==> config.mk <==
export PLATFORM = sky130hd
export DESIGN_NAME = tcw_ctrl
export DESIGN_NICKNAME = d
export VERILOG_FILES = /design/src/sv/tcw_pkg.sv /design/src/sv/tcw_ctrl.sv
export SDC_FILE = /design/constraint.sdc
export NUM_CORES = 1
export LEC_CHECK = 0
export ABC_AREA = 0
export BUFFER_PORTS_ARGS = -buffer_cell sky130_fd_sc_hd__buf_2
export CAP_MARGIN = 20
export CORE_ASPECT_RATIO = 0.8
export CORE_UTILIZATION = 49
export DETAILED_ROUTE_END_ITERATION = 8
export PLACE_DENSITY_LB_ADDON = 0.12
export SLEW_MARGIN = 20
export SYNTH_ARGS = -nofsm -noshare
export SYNTH_HDL_FRONTEND = slang
export SYNTH_SLANG_ARGS = --single-unit
==> constraint.sdc <==
create_clock -name clk -period 7.3 [get_ports clk]
set_input_delay 0.73 -clock clk [delete_from_list [all_inputs] [get_ports clk]]
set_output_delay 0.73 -clock clk [all_outputs]
set_load 0.05 [all_outputs]
==> src/sv/tcw_pkg.sv <==
// Shared types and constants of the text console writer.
`default_nettype none

package tcw_pkg;

    localparam int DEF_COLUMNS = 80;
    localparam int DEF_ROWS    = 25;

    localparam int OPCODE_W  = 2;
    localparam int CHAR_W    = 8;
    localparam int COLOR_W   = 8;
    localparam int NIBBLE_W  = 4;
    localparam int INDEX_W   = 11;
    localparam int ROW_OUT_W = 5;
    localparam int COL_OUT_W = 7;
    localparam int CFG_IDX_W = 1;
    localparam int CELL_W    = COLOR_W + CHAR_W;

    localparam logic [CHAR_W-1:0]   NEWLINE_CODE = 8'd10;
    localparam logic [CHAR_W-1:0]   SPACE_CODE   = 8'd32;
    localparam logic [NIBBLE_W-1:0] RESET_FG     = 4'hF;
    localparam logic [NIBBLE_W-1:0] RESET_BG     = 4'h0;

    typedef enum logic [OPCODE_W-1:0] {
        OP_PUT   = 2'd0,
        OP_CLEAR = 2'd1,
        OP_READ  = 2'd2
    } op_t;

    typedef enum logic [CFG_IDX_W-1:0] {
        CFG_FG = 1'b0,
        CFG_BG = 1'b1
    } cfg_idx_t;

    typedef enum logic [2:0] {
        ST_INIT,
        ST_IDLE,
        ST_READ,
        ST_SCROLL,
        ST_BLANK,
        ST_PUT
    } state_t;

    typedef struct packed {
        logic we;
        logic re;
    } mem_ctl_t;

endpackage

`default_nettype wire

==> src/sv/tcw_ctrl.sv <==
// Request sequencer: cursor, scroll copy, fill sweeps and cell read-back.
`default_nettype none

module tcw_ctrl #(
    parameter int COLUMNS = tcw_pkg::DEF_COLUMNS,
    parameter int ROWS    = tcw_pkg::DEF_ROWS
) (
    input  logic                                        clk,
    input  logic                                        rst_n,
    input  logic                                        start,
    input  logic [tcw_pkg::OPCODE_W-1:0]                opcode,
    input  logic [tcw_pkg::CHAR_W-1:0]                  char_code,
    input  logic [tcw_pkg::INDEX_W-1:0]                 cell_index,
    input  logic [tcw_pkg::COLOR_W-1:0]                 color,
    output logic                                        busy,
    output logic                                        done,
    output logic [tcw_pkg::CHAR_W-1:0]                  cell_char,
    output logic [tcw_pkg::COLOR_W-1:0]                 cell_color,
    output logic [$clog2(ROWS)-1:0]                     cursor_line,
    output logic [$clog2(COLUMNS+1)-1:0]                cursor_column,
    output tcw_pkg::mem_ctl_t                           mem_ctl,
    output logic [$clog2(ROWS*COLUMNS)-1:0]             mem_waddr,
    output logic [tcw_pkg::CELL_W-1:0]                  mem_wdata,
    output logic [$clog2(ROWS*COLUMNS)-1:0]             mem_raddr,
    input  logic [tcw_pkg::CELL_W-1:0]                  mem_rdata
);
    import tcw_pkg::*;

    localparam int CELLS         = ROWS * COLUMNS;
    localparam int ADDR_W        = $clog2(CELLS);
    localparam int CNT_W         = $clog2(CELLS + 1);
    localparam int ROW_W         = $clog2(ROWS);
    localparam int COL_W         = $clog2(COLUMNS + 1);
    localparam int LAST_ROW_BASE = (ROWS - 1) * COLUMNS;

    state_t              state_reg, state_next;
    logic [CNT_W-1:0]    cnt_reg, cnt_next;
    logic [ROW_W-1:0]    line_reg, line_next;
    logic [COL_W-1:0]    col_reg, col_next;
    logic [ADDR_W-1:0]   base_reg, base_next;
    logic                pend_reg, pend_next;
    logic                done_reg, done_next;
    logic [CHAR_W-1:0]   char_reg, char_next;
    logic [CHAR_W-1:0]   cell_char_reg, cell_char_next;
    logic [COLOR_W-1:0]  cell_color_reg, cell_color_next;

    logic                     accept;
    logic                     last_row;
    logic                     in_range;
    logic [ADDR_W-1:0]        put_addr;
    logic [ADDR_W-1:0]        down_base;
    logic [ADDR_W+INDEX_W-1:0] idx_ext;
    logic [CNT_W-1:0]         copy_dst;

    assign accept    = start && (state_reg == ST_IDLE);
    assign last_row  = (line_reg == ROW_W'(ROWS - 1));
    assign in_range  = ({21'd0, cell_index} < 32'(CELLS));
    assign put_addr  = base_reg + ADDR_W'(col_reg);
    assign down_base = base_reg + ADDR_W'(COLUMNS);
    assign idx_ext   = {{ADDR_W{1'b0}}, cell_index};
    assign copy_dst  = cnt_reg - CNT_W'(COLUMNS + 1);

    always_ff @(posedge clk or negedge rst_n)
    begin
        if (!rst_n)
        begin
            state_reg <= ST_INIT;
            cnt_reg   <= '0;
            line_reg  <= '0;
            col_reg   <= '0;
            base_reg  <= '0;
            pend_reg  <= 1'b0;
            done_reg  <= 1'b0;
        end
        else
        begin
            state_reg <= state_next;
            cnt_reg   <= cnt_next;
            line_reg  <= line_next;
            col_reg   <= col_next;
            base_reg  <= base_next;
            pend_reg  <= pend_next;
            done_reg  <= done_next;
        end
    end

    always_ff @(posedge clk)
    begin
        char_reg       <= char_next;
        cell_char_reg  <= cell_char_next;
        cell_color_reg <= cell_color_next;
    end

    always_comb
    begin
        state_next      = state_reg;
        cnt_next        = cnt_reg;
        line_next       = line_reg;
        col_next        = col_reg;
        base_next       = base_reg;
        pend_next       = pend_reg;
        done_next       = 1'b0;
        char_next       = char_reg;
        cell_char_next  = '0;
        cell_color_next = '0;
        mem_ctl         = '0;
        mem_waddr       = cnt_reg[ADDR_W-1:0];
        mem_wdata       = {color, SPACE_CODE};
        mem_raddr       = cnt_reg[ADDR_W-1:0];

        unique case (state_reg)
            ST_INIT:
            begin
                mem_ctl.we = 1'b1;
                mem_wdata  = {RESET_BG, RESET_FG, SPACE_CODE};
                if (cnt_reg == CNT_W'(CELLS - 1))
                begin
                    state_next = ST_IDLE;
                end
                else
                begin
                    cnt_next = cnt_reg + 1'b1;
                end
            end

            ST_IDLE:
            begin
                if (accept)
                begin
                    unique case (opcode)
                        OP_PUT:
                        begin
                            if (char_code == NEWLINE_CODE)
                            begin
                                col_next = '0;
                                if (!last_row)
                                begin
                                    line_next = line_reg + 1'b1;
                                    base_next = down_base;
                                    done_next = 1'b1;
                                end
                                else
                                begin
                                    pend_next  = 1'b0;
                                    cnt_next   = CNT_W'(COLUMNS);
                                    state_next = ST_SCROLL;
                                end
                            end
                            else if (col_reg >= COL_W'(COLUMNS))
                            begin
                                // wrap pending: newline first, then place at column 0
                                if (!last_row)
                                begin
                                    line_next  = line_reg + 1'b1;
                                    base_next  = down_base;
                                    mem_ctl.we = 1'b1;
                                    mem_waddr  = down_base;
                                    mem_wdata  = {color, char_code};
                                    col_next   = COL_W'(1);
                                    done_next  = 1'b1;
                                end
                                else
                                begin
                                    char_next  = char_code;
                                    pend_next  = 1'b1;
                                    col_next   = '0;
                                    cnt_next   = CNT_W'(COLUMNS);
                                    state_next = ST_SCROLL;
                                end
                            end
                            else
                            begin
                                mem_ctl.we = 1'b1;
                                mem_waddr  = put_addr;
                                mem_wdata  = {color, char_code};
                                col_next   = col_reg + 1'b1;
                                done_next  = 1'b1;
                            end
                        end

                        OP_CLEAR:
                        begin
                            pend_next  = 1'b0;
                            cnt_next   = '0;
                            state_next = ST_BLANK;
                        end

                        OP_READ:
                        begin
                            if (in_range)
                            begin
                                mem_ctl.re = 1'b1;
                                mem_raddr  = idx_ext[ADDR_W-1:0];
                                state_next = ST_READ;
                            end
                            else
                            begin
                                done_next = 1'b1;
                            end
                        end

                        default:
                        begin
                            done_next = 1'b1;
                        end
                    endcase
                end
            end

            ST_READ:
            begin
                cell_char_next  = mem_rdata[CHAR_W-1:0];
                cell_color_next = mem_rdata[CELL_W-1:CHAR_W];
                done_next       = 1'b1;
                state_next      = ST_IDLE;
            end

            ST_SCROLL:
            begin
                // read one row ahead, write back the cell read last cycle
                mem_ctl.re = (cnt_reg != CNT_W'(CELLS));
                mem_ctl.we = (cnt_reg != CNT_W'(COLUMNS));
                mem_waddr  = copy_dst[ADDR_W-1:0];
                mem_wdata  = mem_rdata;
                if (cnt_reg == CNT_W'(CELLS))
                begin
                    cnt_next   = CNT_W'(LAST_ROW_BASE);
                    state_next = ST_BLANK;
                end
                else
                begin
                    cnt_next = cnt_reg + 1'b1;
                end
            end

            ST_BLANK:
            begin
                mem_ctl.we = 1'b1;
                if (cnt_reg == CNT_W'(CELLS - 1))
                begin
                    if (pend_reg)
                    begin
                        state_next = ST_PUT;
                    end
                    else
                    begin
                        done_next  = 1'b1;
                        state_next = ST_IDLE;
                    end
                end
                else
                begin
                    cnt_next = cnt_reg + 1'b1;
                end
            end

            ST_PUT:
            begin
                mem_ctl.we = 1'b1;
                mem_waddr  = base_reg;
                mem_wdata  = {color, char_reg};
                col_next   = COL_W'(1);
                pend_next  = 1'b0;
                done_next  = 1'b1;
                state_next = ST_IDLE;
            end

            default:
            begin
                state_next = ST_IDLE;
            end
        endcase
    end

    assign busy          = (state_reg != ST_IDLE);
    assign done          = done_reg;
    assign cell_char     = cell_char_reg;
    assign cell_color    = cell_color_reg;
    assign cursor_line   = line_reg;
    assign cursor_column = col_reg;

endmodule

`default_nettype wire

* After elaboration in Yosys (flattened, before gate mapping)
Cells that the tools add are included.
** Storage, ports and cells
- Bits of input ports :: 48
- Bits in registers :: 63
** Operators by class
- Magnitude comparators :: 2
- Bitwise gates (word level) :: 1
- Add/sub/neg operators :: 6
- Reduce and logical (&&, ||, !) cells :: 15
- Equality and inequality tests :: 26
- Muxes and demuxes :: 70
** Operators with widths (number)
- two-way mux 11 bit :: 18
- one-hot mux 11 bit (3 select lines) :: 2
- one-hot mux 16 bit (4 select lines) :: 1
- two-way mux 8 bit :: 5
- two-way mux 7 bit :: 4
- two-way mux 3 bit :: 9
- == test 11 bit (second input constant) :: 2
- one-hot mux 11 bit (2 select lines) :: 1
- two-way mux 1 bit :: 17
- two-way mux 5 bit :: 3
- one-hot mux 7 bit (2 select lines) :: 1
- inequality test 4 bit (second input constant) :: 3
- one-hot mux 3 bit (4 select lines) :: 1
- AND reduction 6 bit :: 2
- adder 11 x 1 -> 11 bit (second input constant) :: 1
- adder 11 x 7 -> 11 bit :: 1
- adder 11 x 7 -> 11 bit (second input constant) :: 1
- less-than comparator 11 bit (second input constant) :: 1
- inequality test 11 bit (second input constant) :: 1
- inequality test 11 x 7 -> 1 bit (second input constant) :: 1
- subtractor 11 x 7 -> 11 bit (second input constant) :: 1
- inequality test 2 bit (second input constant) :: 5
- one-hot mux 1 bit (3 select lines) :: 3
- one-hot mux 3 bit (3 select lines) :: 1
- 28 further kinds :: 35

* Longest topological paths before layout
Gate-level depths: netlist (run 1).
- Depth after elaboration :: 7
- Mapped depth :: 10

* Worst setup path before layout (run 1)
No wires, ideal clock.
- Kind :: register to output
- Start :: reg line_reg[0] (netlist: cursor_line[0])
- End :: out mem_waddr[8]
- Path slack :: 3.467 ns
- Cell stages (with the launch flop) :: 10
- Data required time :: 6.570 ns
- Data arrival time :: 3.103 ns
- Cells stage by stage :: dfrtp_1 -> inv_1 -> ha_1 -> and4b_1 -> buf_2 -> nand2_1 -> and2_1 -> buf_2 -> a31oi_1 -> a221oi_1
** On the way
- Word-level cells in the longest chain between the ends :: 7
** Ends and longest elaborated chain
- start: declaration :: line tcw_ctrl.sv:38 : logic [ROW_W-1:0] line_reg, line_next;
- start signal: assignment :: line tcw_ctrl.sv:79 : line_reg <= line_next;
- == test 5 bit :: line tcw_ctrl.sv:56 : assign last_row = (line_reg == ROW_W'(ROWS - 1));
- two-way mux 11 bit :: line tcw_ctrl.sv:152 : if (!last_row)
- two-way mux 11 bit :: line tcw_ctrl.sv:149 : else if (col_reg >= COL_W'(COLUMNS))
- two-way mux 11 bit :: line tcw_ctrl.sv:133 : if (char_code == NEWLINE_CODE)
- two-way mux 11 bit :: line tcw_ctrl.sv:130 : unique case (opcode)
- two-way mux 11 bit :: line tcw_ctrl.sv:128 : if (accept)
- one-hot mux 11 bit (3 select lines) :: line tcw_ctrl.sv:111 : unique case (state_reg)
- end: declaration :: line tcw_ctrl.sv:22 : output logic [$clog2(ROWS*COLUMNS)-1:0] mem_waddr,
Every way passes these cells.

* Final worst setup path (run 1)
- Start :: reg state_reg[0]
- End :: out mem_waddr[8]
** On the way
- Word-level cells in the longest chain between the ends :: 4
- Elaborated cells between the ends (all ways) :: 6
** Ends and longest elaborated chain
- start: declaration :: line tcw_ctrl.sv:36 : state_t state_reg, state_next;
- start signal: assignment :: line tcw_ctrl.sv:77 : state_reg <= state_next;
- == test 3 x 1 -> 1 bit :: line tcw_ctrl.sv:55, tcw_ctrl.sv:111
- logical AND 1 bit :: line tcw_ctrl.sv:55 : assign accept = start && (state_reg == ST_IDLE);
- two-way mux 11 bit :: line tcw_ctrl.sv:128
- one-hot mux 11 bit (3 select lines) (*) :: line tcw_ctrl.sv:111
Every way passes the cells marked *; elsewhere a longest branch is shown, timed or not.

==> metrics, run 1 <==
status finished, final reports clean; total CTS buffers 9; Synth Area in XOR/XNOR 4.621%; Crit Path Category flip-flop to output port; critical path required time 6.57 ns; clk_lat worst skew 0.35 ns; DRT Pass-1 Iters 5; Syn. warnings 0; H-tree depth 3; post-synthesis sequential element count 59; reg2reg start state_reg[1]$_DFFE_PN0P_; Crit. End Element output port; # diodes 0; hold buffers post-CTS 0; Final Critical Period 4.597 ns; die width 104.8 microns; Final #Nets 639; Synth Area in Compound Gates 26.61%; IO Pins 118; EDFF count, synth 8; post-layout util 61.62%; Root Driver clkbuf_8; ys flop type dfrtp_1; Clk pin slew, worst setup/hold paths 0.07 ns; post-cts resize count 0; crit path DAT 3.87 ns; met1 Track Usage GR 43.58%; synthesized-area fraction occupied by adder cells 5.014%; routed wire length 12990 microns; DRC errors left 0; RSZ-0062 raised after global routing no; Min-Delay Path Class input port to async pin; CTS Sinks 59; Reg2Reg Setup Slack 4.18 ns; Core ar. 8055 sq um; fin crit share 62.98%; P per Cell Area 475.6 nW/um^2; CP Buf/Inv Count 2; GRT Overall Usage 30.48%; Worst path max stage delay 0.85 ns; mapped cell area 4143 sq um; most frequent cells in the layout buf_2 (117), nand2_1 (39), o21ai_0 (35), dfrtp_1 (35), a21oi_1 (29); initial core utilization 51.43%; GR peak layer met2; Max VDD drop 0.3096 mV; via count 4339; Maximum Capacitance Violations 0; FF-to-FF End cnt_reg[3]$_DFFE_PN0P_; Critical Path Source Type flip-flop; largest family of logic cells by synthesized area compound AO/OA/AOI/OAI gates; row cnt 29; worst clock skew 0.01396 ns; full die area 8828 sq um; # Post-CTS Setup Buffers 0; met2 Use GR 45.03%; Max clock buf depth 2; max FFs per register 11; post-synthesis mux area share 2.446%; first-pass GRT wire length 21150 microns; CP max-delay cell dfrtp_1; crit path max fanout 25; CP top delay family compound AO/OA/AOI/OAI gates; Mapped Nets 543; share of layout cells above drive strength 1 28.10%; initial antenna violation count 0; total power 2.361 mW; actual slew at the worst max-slew pin 1.095 ns; Simple-Gate Fraction of Synth Area 21.38%; Detailed Place HPWL 9519 microns; global placement routability congestion 0.9159; global route total overflow 0; CTS tree done; vias in the first global route 4160; final-report setup violation count 0; LEAKAGE 2.388 nW; Netlist cell types 78; Final Hold Fails 0; Setup TNS Final 0 ns; largest net degree at the start of global routing 36; Avg WL per Cell 18.88 microns; height of the die 84.24 microns; R2R cell count 5; dpl cells 672; Rel. slew slack 27.01%; post-route ant nets 0; post-synthesis area per instance 8.649 sq um; vias per inst 6.307; asr flop ratio synth 59.32%; Non-Filler Instances 688; cells along the critical path nor3b_4, inv_2, a211oi_2, and2_1, a31oi_1, a221oi_1, buf_2; Syn Inst Count 479; commonest non-fill, non-tap cell in the layout buf_2; Slew Viols, Final 0; Iter 0 DRT Violations 389; part of the Yosys area used for sequential elements 34.67%; met3 Resource Use GR 6.910%; port bufs 117; Synth-to-Final Area Change 19.81%; Peak Freq 217.5 MHz
==> logic make-up (layout without fill, tap and decap cells) <==
kind of cell	count (synthesis)	after routing
buf+inv	55	156
mux	9	9
flops	59	59
xor+xnor	21	21
simple gates	159	159
compound gates	160	160
fa+ha+maj	16	16
==> where the power goes <==
group | total [mW] | switching (mW) | internal [mW]
Clock | 0.327 | 0.147 | 0.181
Sequential | 0.550 | 0.162 | 0.388
Combinational | 1.48 | 1.07 | 0.412
==> Yosys cell counts (3+ instances only) <==
cell type | number | area [sq um]
dfrtp_1 | 35 | 875.8
dfxtp_1 | 16 | 320.3
o22a_1 | 3 | 26.28
a211o_1 | 4 | 35.03
a31oi_1 | 10 | 62.56
o31ai_1 | 6 | 45.04
o211ai_1 | 5 | 37.54
nor3b_1 | 4 | 30.03
o41ai_1 | 3 | 26.28
inv_1 | 19 | 71.32
nor3_1 | 13 | 65.06
a22o_1 | 4 | 35.03
nand3_1 | 9 | 45.04
nand2b_1 | 6 | 37.54
o22ai_1 | 5 | 31.28
buf_2 | 9 | 45.04
xor2_1 | 11 | 96.34
a21oi_1 | 29 | 145.1
xnor2_1 | 9 | 78.83
nor2b_1 | 3 | 18.77
nor4b_1 | 3 | 26.28
and3_1 | 21 | 131.4
ha_1 | 15 | 187.7
a211oi_1 | 3 | 22.52
a222oi_1 | 7 | 70.07
nand2_1 | 39 | 146.4
o21a_1 | 3 | 22.52
or3_1 | 5 | 31.28
a22oi_1 | 7 | 52.55
o2bb2ai_1 | 3 | 26.28
edfxtp_1 | 8 | 240.2
a221o_1 | 3 | 30.03
o21ai_0 | 35 | 175.2
a32o_1 | 3 | 30.03
a21o_1 | 4 | 30.03
mux2_2 | 9 | 101.4
nor2_1 | 27 | 101.4
clkbuf_1 | 24 | 90.09
nand4_1 | 7 | 43.79
==> stage by stage <==
stage               cell area (sq um)  worst slack [ns]  hold slack [ns]
floorplan                        4143             3.467           0.4344
global placement                 4743             3.238           0.4988
detailed placement               4743             3.177           0.5114
CTS                              4961             2.792           0.4965
global route                     4964             2.469           0.5293
finish                           4964             2.703           0.4788
==> per-layer routing <==
layer / wire, microns / part of all wire [%] / vias to the layer above
met5: 0 / 0 / -
met4: 273 / 2.1 / 0
met3: 1293 / 10 / 28
met2: 5400 / 42 / 272
met1: 6022 / 46 / 2037
li1: - / - / 2002
==> final cells by class <==
| class | count | area, sq um |
|---|---|---|
| Fill cell | 751 | 3092 |
| Multi-Input combinational cell | 365 | 2491 |
| Sequential cell | 59 | 1436 |
| Timing Repair Buffer | 120 | 608.1 |
| Clock buffer | 10 | 148.9 |
| Tap cell | 108 | 135.1 |
| Inverter | 20 | 75.07 |
| Clock inverter | 6 | 68.82 |
==> worst max-delay path by stage <==
stage                     depth (start not counted)  slack [ns]                        from            to
after global routing                              7        2.47    state_reg[0]$_DFFE_PN0P_  mem_waddr[8]
final                                             7        2.70    state_reg[0]$_DFFE_PN0P_  mem_waddr[8]
after detailed placement                          7        3.18    state_reg[0]$_DFFE_PN0P_  mem_waddr[8]
after CTS                                         7        2.79    state_reg[0]$_DFFE_PN0P_  mem_waddr[8]
after global placement                            7        3.24    state_reg[0]$_DFFE_PN0P_  mem_waddr[8]
after floorplan                                   9        3.47  cursor_line[0]$_DFFE_PN0P_  mem_waddr[8]
(Power assumes the default switching activity.)
==> run 2: changes to the inputs <==
ABC_AREA = 1   (was 0)
CORE_UTILIZATION = 48   (was 49)
clock period = 3.73 ns   (was 7.3 ns; I/O delays follow)
==> run 2 against run 1 <==
  * Non-clock buffer count is 1 lower
  * Core utilization is 2.1 points lower
  * Total power is 110% higher
==> metrics, run 2 <==
total CTS buffers 9; crit path capture mem_waddr[0]; Final Critical Period 3.285 ns; status finished, final reports clean; final-report setup violation count 0; Rel. slew slack 35.94%; Max VDD drop 0.6319 mV; Post-synth top cells nand2_1 (195), inv_1 (77), nand3_1 (55), nor2_1 (55), dfrtp_1 (35); port bufs 117; share of layout cells above drive strength 1 21.09%; clk_lat worst skew 0.35 ns; fill cell count 822; Min-Delay Path Class input port to async pin; critical path required time 3.36 ns; LEAKAGE 2.785 nW; Peak Freq 304.5 MHz; reg2reg start state_reg[2]$_DFFE_PN0P_; Syn Inst Count 637; Crit. End Element output port; Slew Viols, Final 0; top-count cell post-synth nand2_1; most frequent cells in the layout nand2_1 (195), buf_2 (117), inv_1 (77); post-synthesis area per instance 6.637 sq um; hold buffers post-CTS 0; vias per inst 5.404; via count 4680; # diodes 0; DRT Pass-1 Iters 6; routed wire length 13190 microns; crit path max fanout 14; global placement routability congestion 0.9509; post-layout util 59.52%; EDFF count, synth 8; Final Hold Fails 0; Maximum Capacitance Violations 0; crit path launch state_reg[1]$_DFFE_PN0P_; FF-to-FF End cnt_reg[9]$_DFFE_PN0P_; Syn. warnings 0; max FFs per register 11; asr flop ratio synth 59.32%; GRT Overall Usage 29.62%; actual slew at the worst max-slew pin 0.9509 ns; DRC errors left 0; CTS tree done; Detailed Place HPWL 10240 microns; vias in the first global route 4227; mapped cell area 4228 sq um; Synth area leader dfrtp_1; Iter 0 DRT Violations 474; post-synthesis sequential element count 59; total power 4.936 mW; Critical Path Source Type flip-flop; Synth-to-Final Area Change 19.95%; part of the Yosys area used for sequential elements 33.97%; post-route ant nets 0; first-pass GRT wire length 20900 microns; # Post-CTS Setup Buffers 0; Reg2Reg Setup Slack 1.48 ns; initial core utilization 49.62%; P per Cell Area 973.4 nW/um^2; Mapped Nets 701; worst hold slack 0.1225 ns; Root Driver clkbuf_8; fin crit share 88.06%; initial antenna violation count 0; crit path DAT 2.91 ns; CTS Sinks 59; Max clock buf depth 2; full die area 9190 sq um; IO Pins 118; global route total overflow 0; R2R cell count 9; Netlist cell types 35; worst clock skew 0.01039 ns; Synth top area share 20.72%; Clk pin slew, worst setup/hold paths 0.08 ns; height of the die 85.94 microns; Setup TNS Final 0 ns; die width 106.9 microns; Final #Nets 813; commonest non-fill, non-tap cell in the layout nand2_1; RSZ-0062 raised after global routing no; post-cts resize count 0; Avg WL per Cell 15.23 microns; row cnt 30; Core ar. 8521 sq um; largest net degree at the start of global routing 36; ys flop type dfrtp_1; Crit Path Category flip-flop to output port; H-tree depth 3; largest cells by area after synthesis dfrtp_1 (21%), nand2_1 (17%), dfxtp_1 (7.6%)
## run 2: power by group
part / leakage (nW) / switching [mW] / internal [mW]
clock: 0.0975 / 0.275 / 0.308
combinational: 2.06 / 2.50 / 0.787
sequential: 0.629 / 0.246 / 0.818
total: 2.79 / 3.02 / 1.91
## run 2: area by class of cell
| cell class | count | area (sq um) | share of cell area [%] |
|---|---|---|---|
| Inverter | 87 | 326.6 | 6.440 |
| Clock buffer | 11 | 131.4 | 2.591 |
| Sequential cell | 59 | 1436 | 28.32 |
| Multi-Input combinational cell | 473 | 2382 | 46.98 |
| Timing Repair Buffer | 119 | 600.6 | 11.84 |
| Tap cell | 112 | 140.1 | 2.763 |
| Clock inverter | 5 | 53.80 | 1.061 |
## run 2: metal layers
metal	GRT usage [%]	vias to the layer above	routed length, microns
li1	-	2288	-
met1	39.52	2117	6026
met2	47.33	239	5691
met3	6.079	36	1146
met4	11.33	0	325
met5	0	-	0
## run 2: critical path: stages (launching register included)
cell     delay (ns)
dfrtp_1        0.47
inv_2          0.12
nand2_2        0.10
nor2_4         0.33
nand3_2        0.19
inv_2          0.10
nand3_1        0.42
a21oi_1        0.45
o21ai_0        0.15
buf_2          0.23
## run 2: kinds of logic after synthesis
logic type | share of synthesized area (%)
and+or+nand+nor | 34.98
buffers and inverters | 9.678
AOI/OAI and AO/OA | 13.35
DFF | 33.97
adders and majority gates | 4.913
xor gates and xnor gates | 3.108
## run 2: stage by stage
stage	setup WS, ns	cell area, sq um	std cells
final	0.4454	5071	866
after global routing	0.2595	5071	866
after CTS	0.4848	5071	866
after detailed placement	0.8677	4886	850
after global placement	0.9568	4886	850
after floorplan	0.7762	4228	637
## run 2: worst min path at each step
stage                            start                  endpoint  slack (ns)
2_1_floorplan                    rst_n  base_reg[10]$_DFFE_PN0P_        0.08
3_3_place_gp   base_reg[8]$_DFFE_PN0P_   base_reg[8]$_DFFE_PN0P_        0.49
3_5_place_dp      pend_reg$_DFFE_PN0P_      pend_reg$_DFFE_PN0P_        0.51
4_1_cts                          rst_n    cnt_reg[2]$_DFFE_PN0P_        0.14
5_1_grt                          rst_n      pend_reg$_DFFE_PN0P_        0.19
6_report                         rst_n    cnt_reg[2]$_DFFE_PN0P_        0.12
==> run 3: changes to the inputs <==
==> constraint.sdc (replaced) <==
create_clock -name clk -period 3.73 [get_ports clk]
set_input_delay 0.746 -clock clk [delete_from_list [all_inputs] [get_ports clk]]
set_output_delay 0.746 -clock clk [all_outputs]
set_load 0.05 [all_outputs]
==> run 3 against run 2 <==
  * Register-to-register slack improved by 0.02 ns
  * First-iteration DRC count fell by 4.2%
  * Via count rose by 1.3%
  * Sequential power barely moved
  * Worst hold slack improved by 0.37 ns
  * Core utilization rose by 0.69 points
  * Maximum frequency fell by 4.6%
  * Critical path type unchanged
  * Critical endpoint is now mem_raddr[6]
==> metrics, run 3 (synthesis gave the netlist of run 2 again) <==
DRT Pass-1 Iters 5; Root Driver clkbuf_8; routed wire length 13120 microns; max layer used met4; Reg2Reg Setup Slack 1.50 ns; met1 wire length 5925 microns; met2 wire length 5671 microns; Setup TNS Final 0 ns; global placement routability congestion 0.9580; most frequent cells in the layout nand2_1 (195), buf_2 (117), inv_1 (77); Slew Viols, Final 0; Max clock buf depth 2; RSZ-0062 raised after global routing no; post-layout util 60.21%; CP max-delay cell nand3_1; full die area 9190 sq um; worst hold slack 0.4918 ns; DRC errors left 0; Final #Nets 815; initial core utilization 49.62%; first-pass GRT wire length 21200 microns; post-cts resize count 0; cells along the critical path inv_2, nand2_2, nor2_4, buf_4, nand2_1, inv_2, nand3_1, a21oi_1, buf_2; CTS tree done; Detailed Place HPWL 10130 microns; worst clock skew 0.008869 ns; max FFs per register 11; Max VDD drop 0.7436 mV; Avg WL per Cell 15.11 microns; total power 5.045 mW; hold buffers post-CTS 0; height of the die 85.94 microns; R2R cell count 9; IO Pins 118; die width 106.9 microns; Maximum Capacitance Violations 0; Crit. End Element output port; fin crit share 92.35%; Iter 0 DRT Violations 454; Clk pin slew, worst setup/hold paths 0.07 ns; Final Hold Fails 0; Rel. slew slack 34.95%; Core ar. 8521 sq um; reg2reg start state_reg[2]$_DFFE_PN0P_; CTS Sinks 59; largest net degree at the start of global routing 36; Peak Freq 290.3 MHz; commonest non-fill, non-tap cell in the layout nand2_1; via count 4740; post-route ant nets 0; share of layout cells above drive strength 1 21.43%; crit path max fanout 23; Crit Path Category flip-flop to output port; status finished, final reports clean; crit path DAT 2.70 ns; vias per inst 5.461; actual slew at the worst max-slew pin 0.9656 ns; Synth-to-Final Area Change 21.34%; DR WL met3 1311 microns; H-tree depth 3; Worst path max stage delay 0.50 ns; # diodes 0; Min-Delay Path Class input port to async pin; initial antenna violation count 0; Non-Filler Instances 868; # Post-CTS Setup Buffers 0; Final Critical Period 3.444 ns; port bufs 117; global route total overflow 0; vias in the first global route 4291; P per Cell Area 983.5 nW/um^2; dpl cells 852; row cnt 30; Critical Path Source Type flip-flop; total CTS buffers 9; FF-to-FF End cnt_reg[10]$_DFFE_PN0P_; critical path required time 2.98 ns; crit-path most repeated cell inv_2; GRT Overall Usage 29.95%; clk_lat worst skew 0.35 ns; final-report setup violation count 0; LEAKAGE 2.813 nW
run 3: worst max path at each step:
stage                                          start      endpoint  cells past startpoint
final                       state_reg[1]$_DFFE_PN0P_  mem_raddr[6]                      9
after global routing        state_reg[1]$_DFFE_PN0P_  mem_raddr[6]                      9
after CTS                   state_reg[1]$_DFFE_PN0P_  mem_raddr[4]                      9
after detailed placement                char_code[5]  mem_waddr[0]                     12
after global placement                  char_code[5]  mem_waddr[9]                     12
after floorplan           cursor_line[0]$_DFFE_PN0P_  mem_waddr[0]                      8
run 3: final cells by class:
class,instances,area (sq um)
Sequential cell,59,1436
Tap cell,112,140.1
Clock buffer,12,155.1
Fill cell,819,3391
Inverter,87,326.6
Timing Repair Buffer,121,615.6
Multi-Input combinational cell,473,2382
Clock inverter,4,73.82
run 3: critical path, delay by kind of cell (launching register included):
family | cells | cell delay [ns]
flops | 1 | 0.47
compound gates | 1 | 0.34
buf+inv | 4 | 0.69
simple gates | 4 | 0.82
run 3: power by group:
| part | leakage, nW | internal [mW] | switching (mW) |
|---|---|---|---|
| Sequential | 0.629 | 0.818 | 0.249 |
| Clock | 0.117 | 0.413 | 0.279 |
| Combinational | 2.07 | 0.799 | 2.49 |
| Total | 2.81 | 2.03 | 3.01 |
run 3: per-layer routing:
metal  GRT usage, %  vias to the layer above
li1               -                     2300
met4          9.465                        0
met2          48.09                      259
met3          5.851                       23
met5              0                        -
met1          40.72                     2158
run 3: metrics by stage:
step	area, sq um	setup WS (ns)
finish	5130	0.2855
global route	5130	0.03538
CTS	5130	0.3243
detailed placement	4901	0.5198
global placement	4901	0.5534
floorplan	4228	0.4032
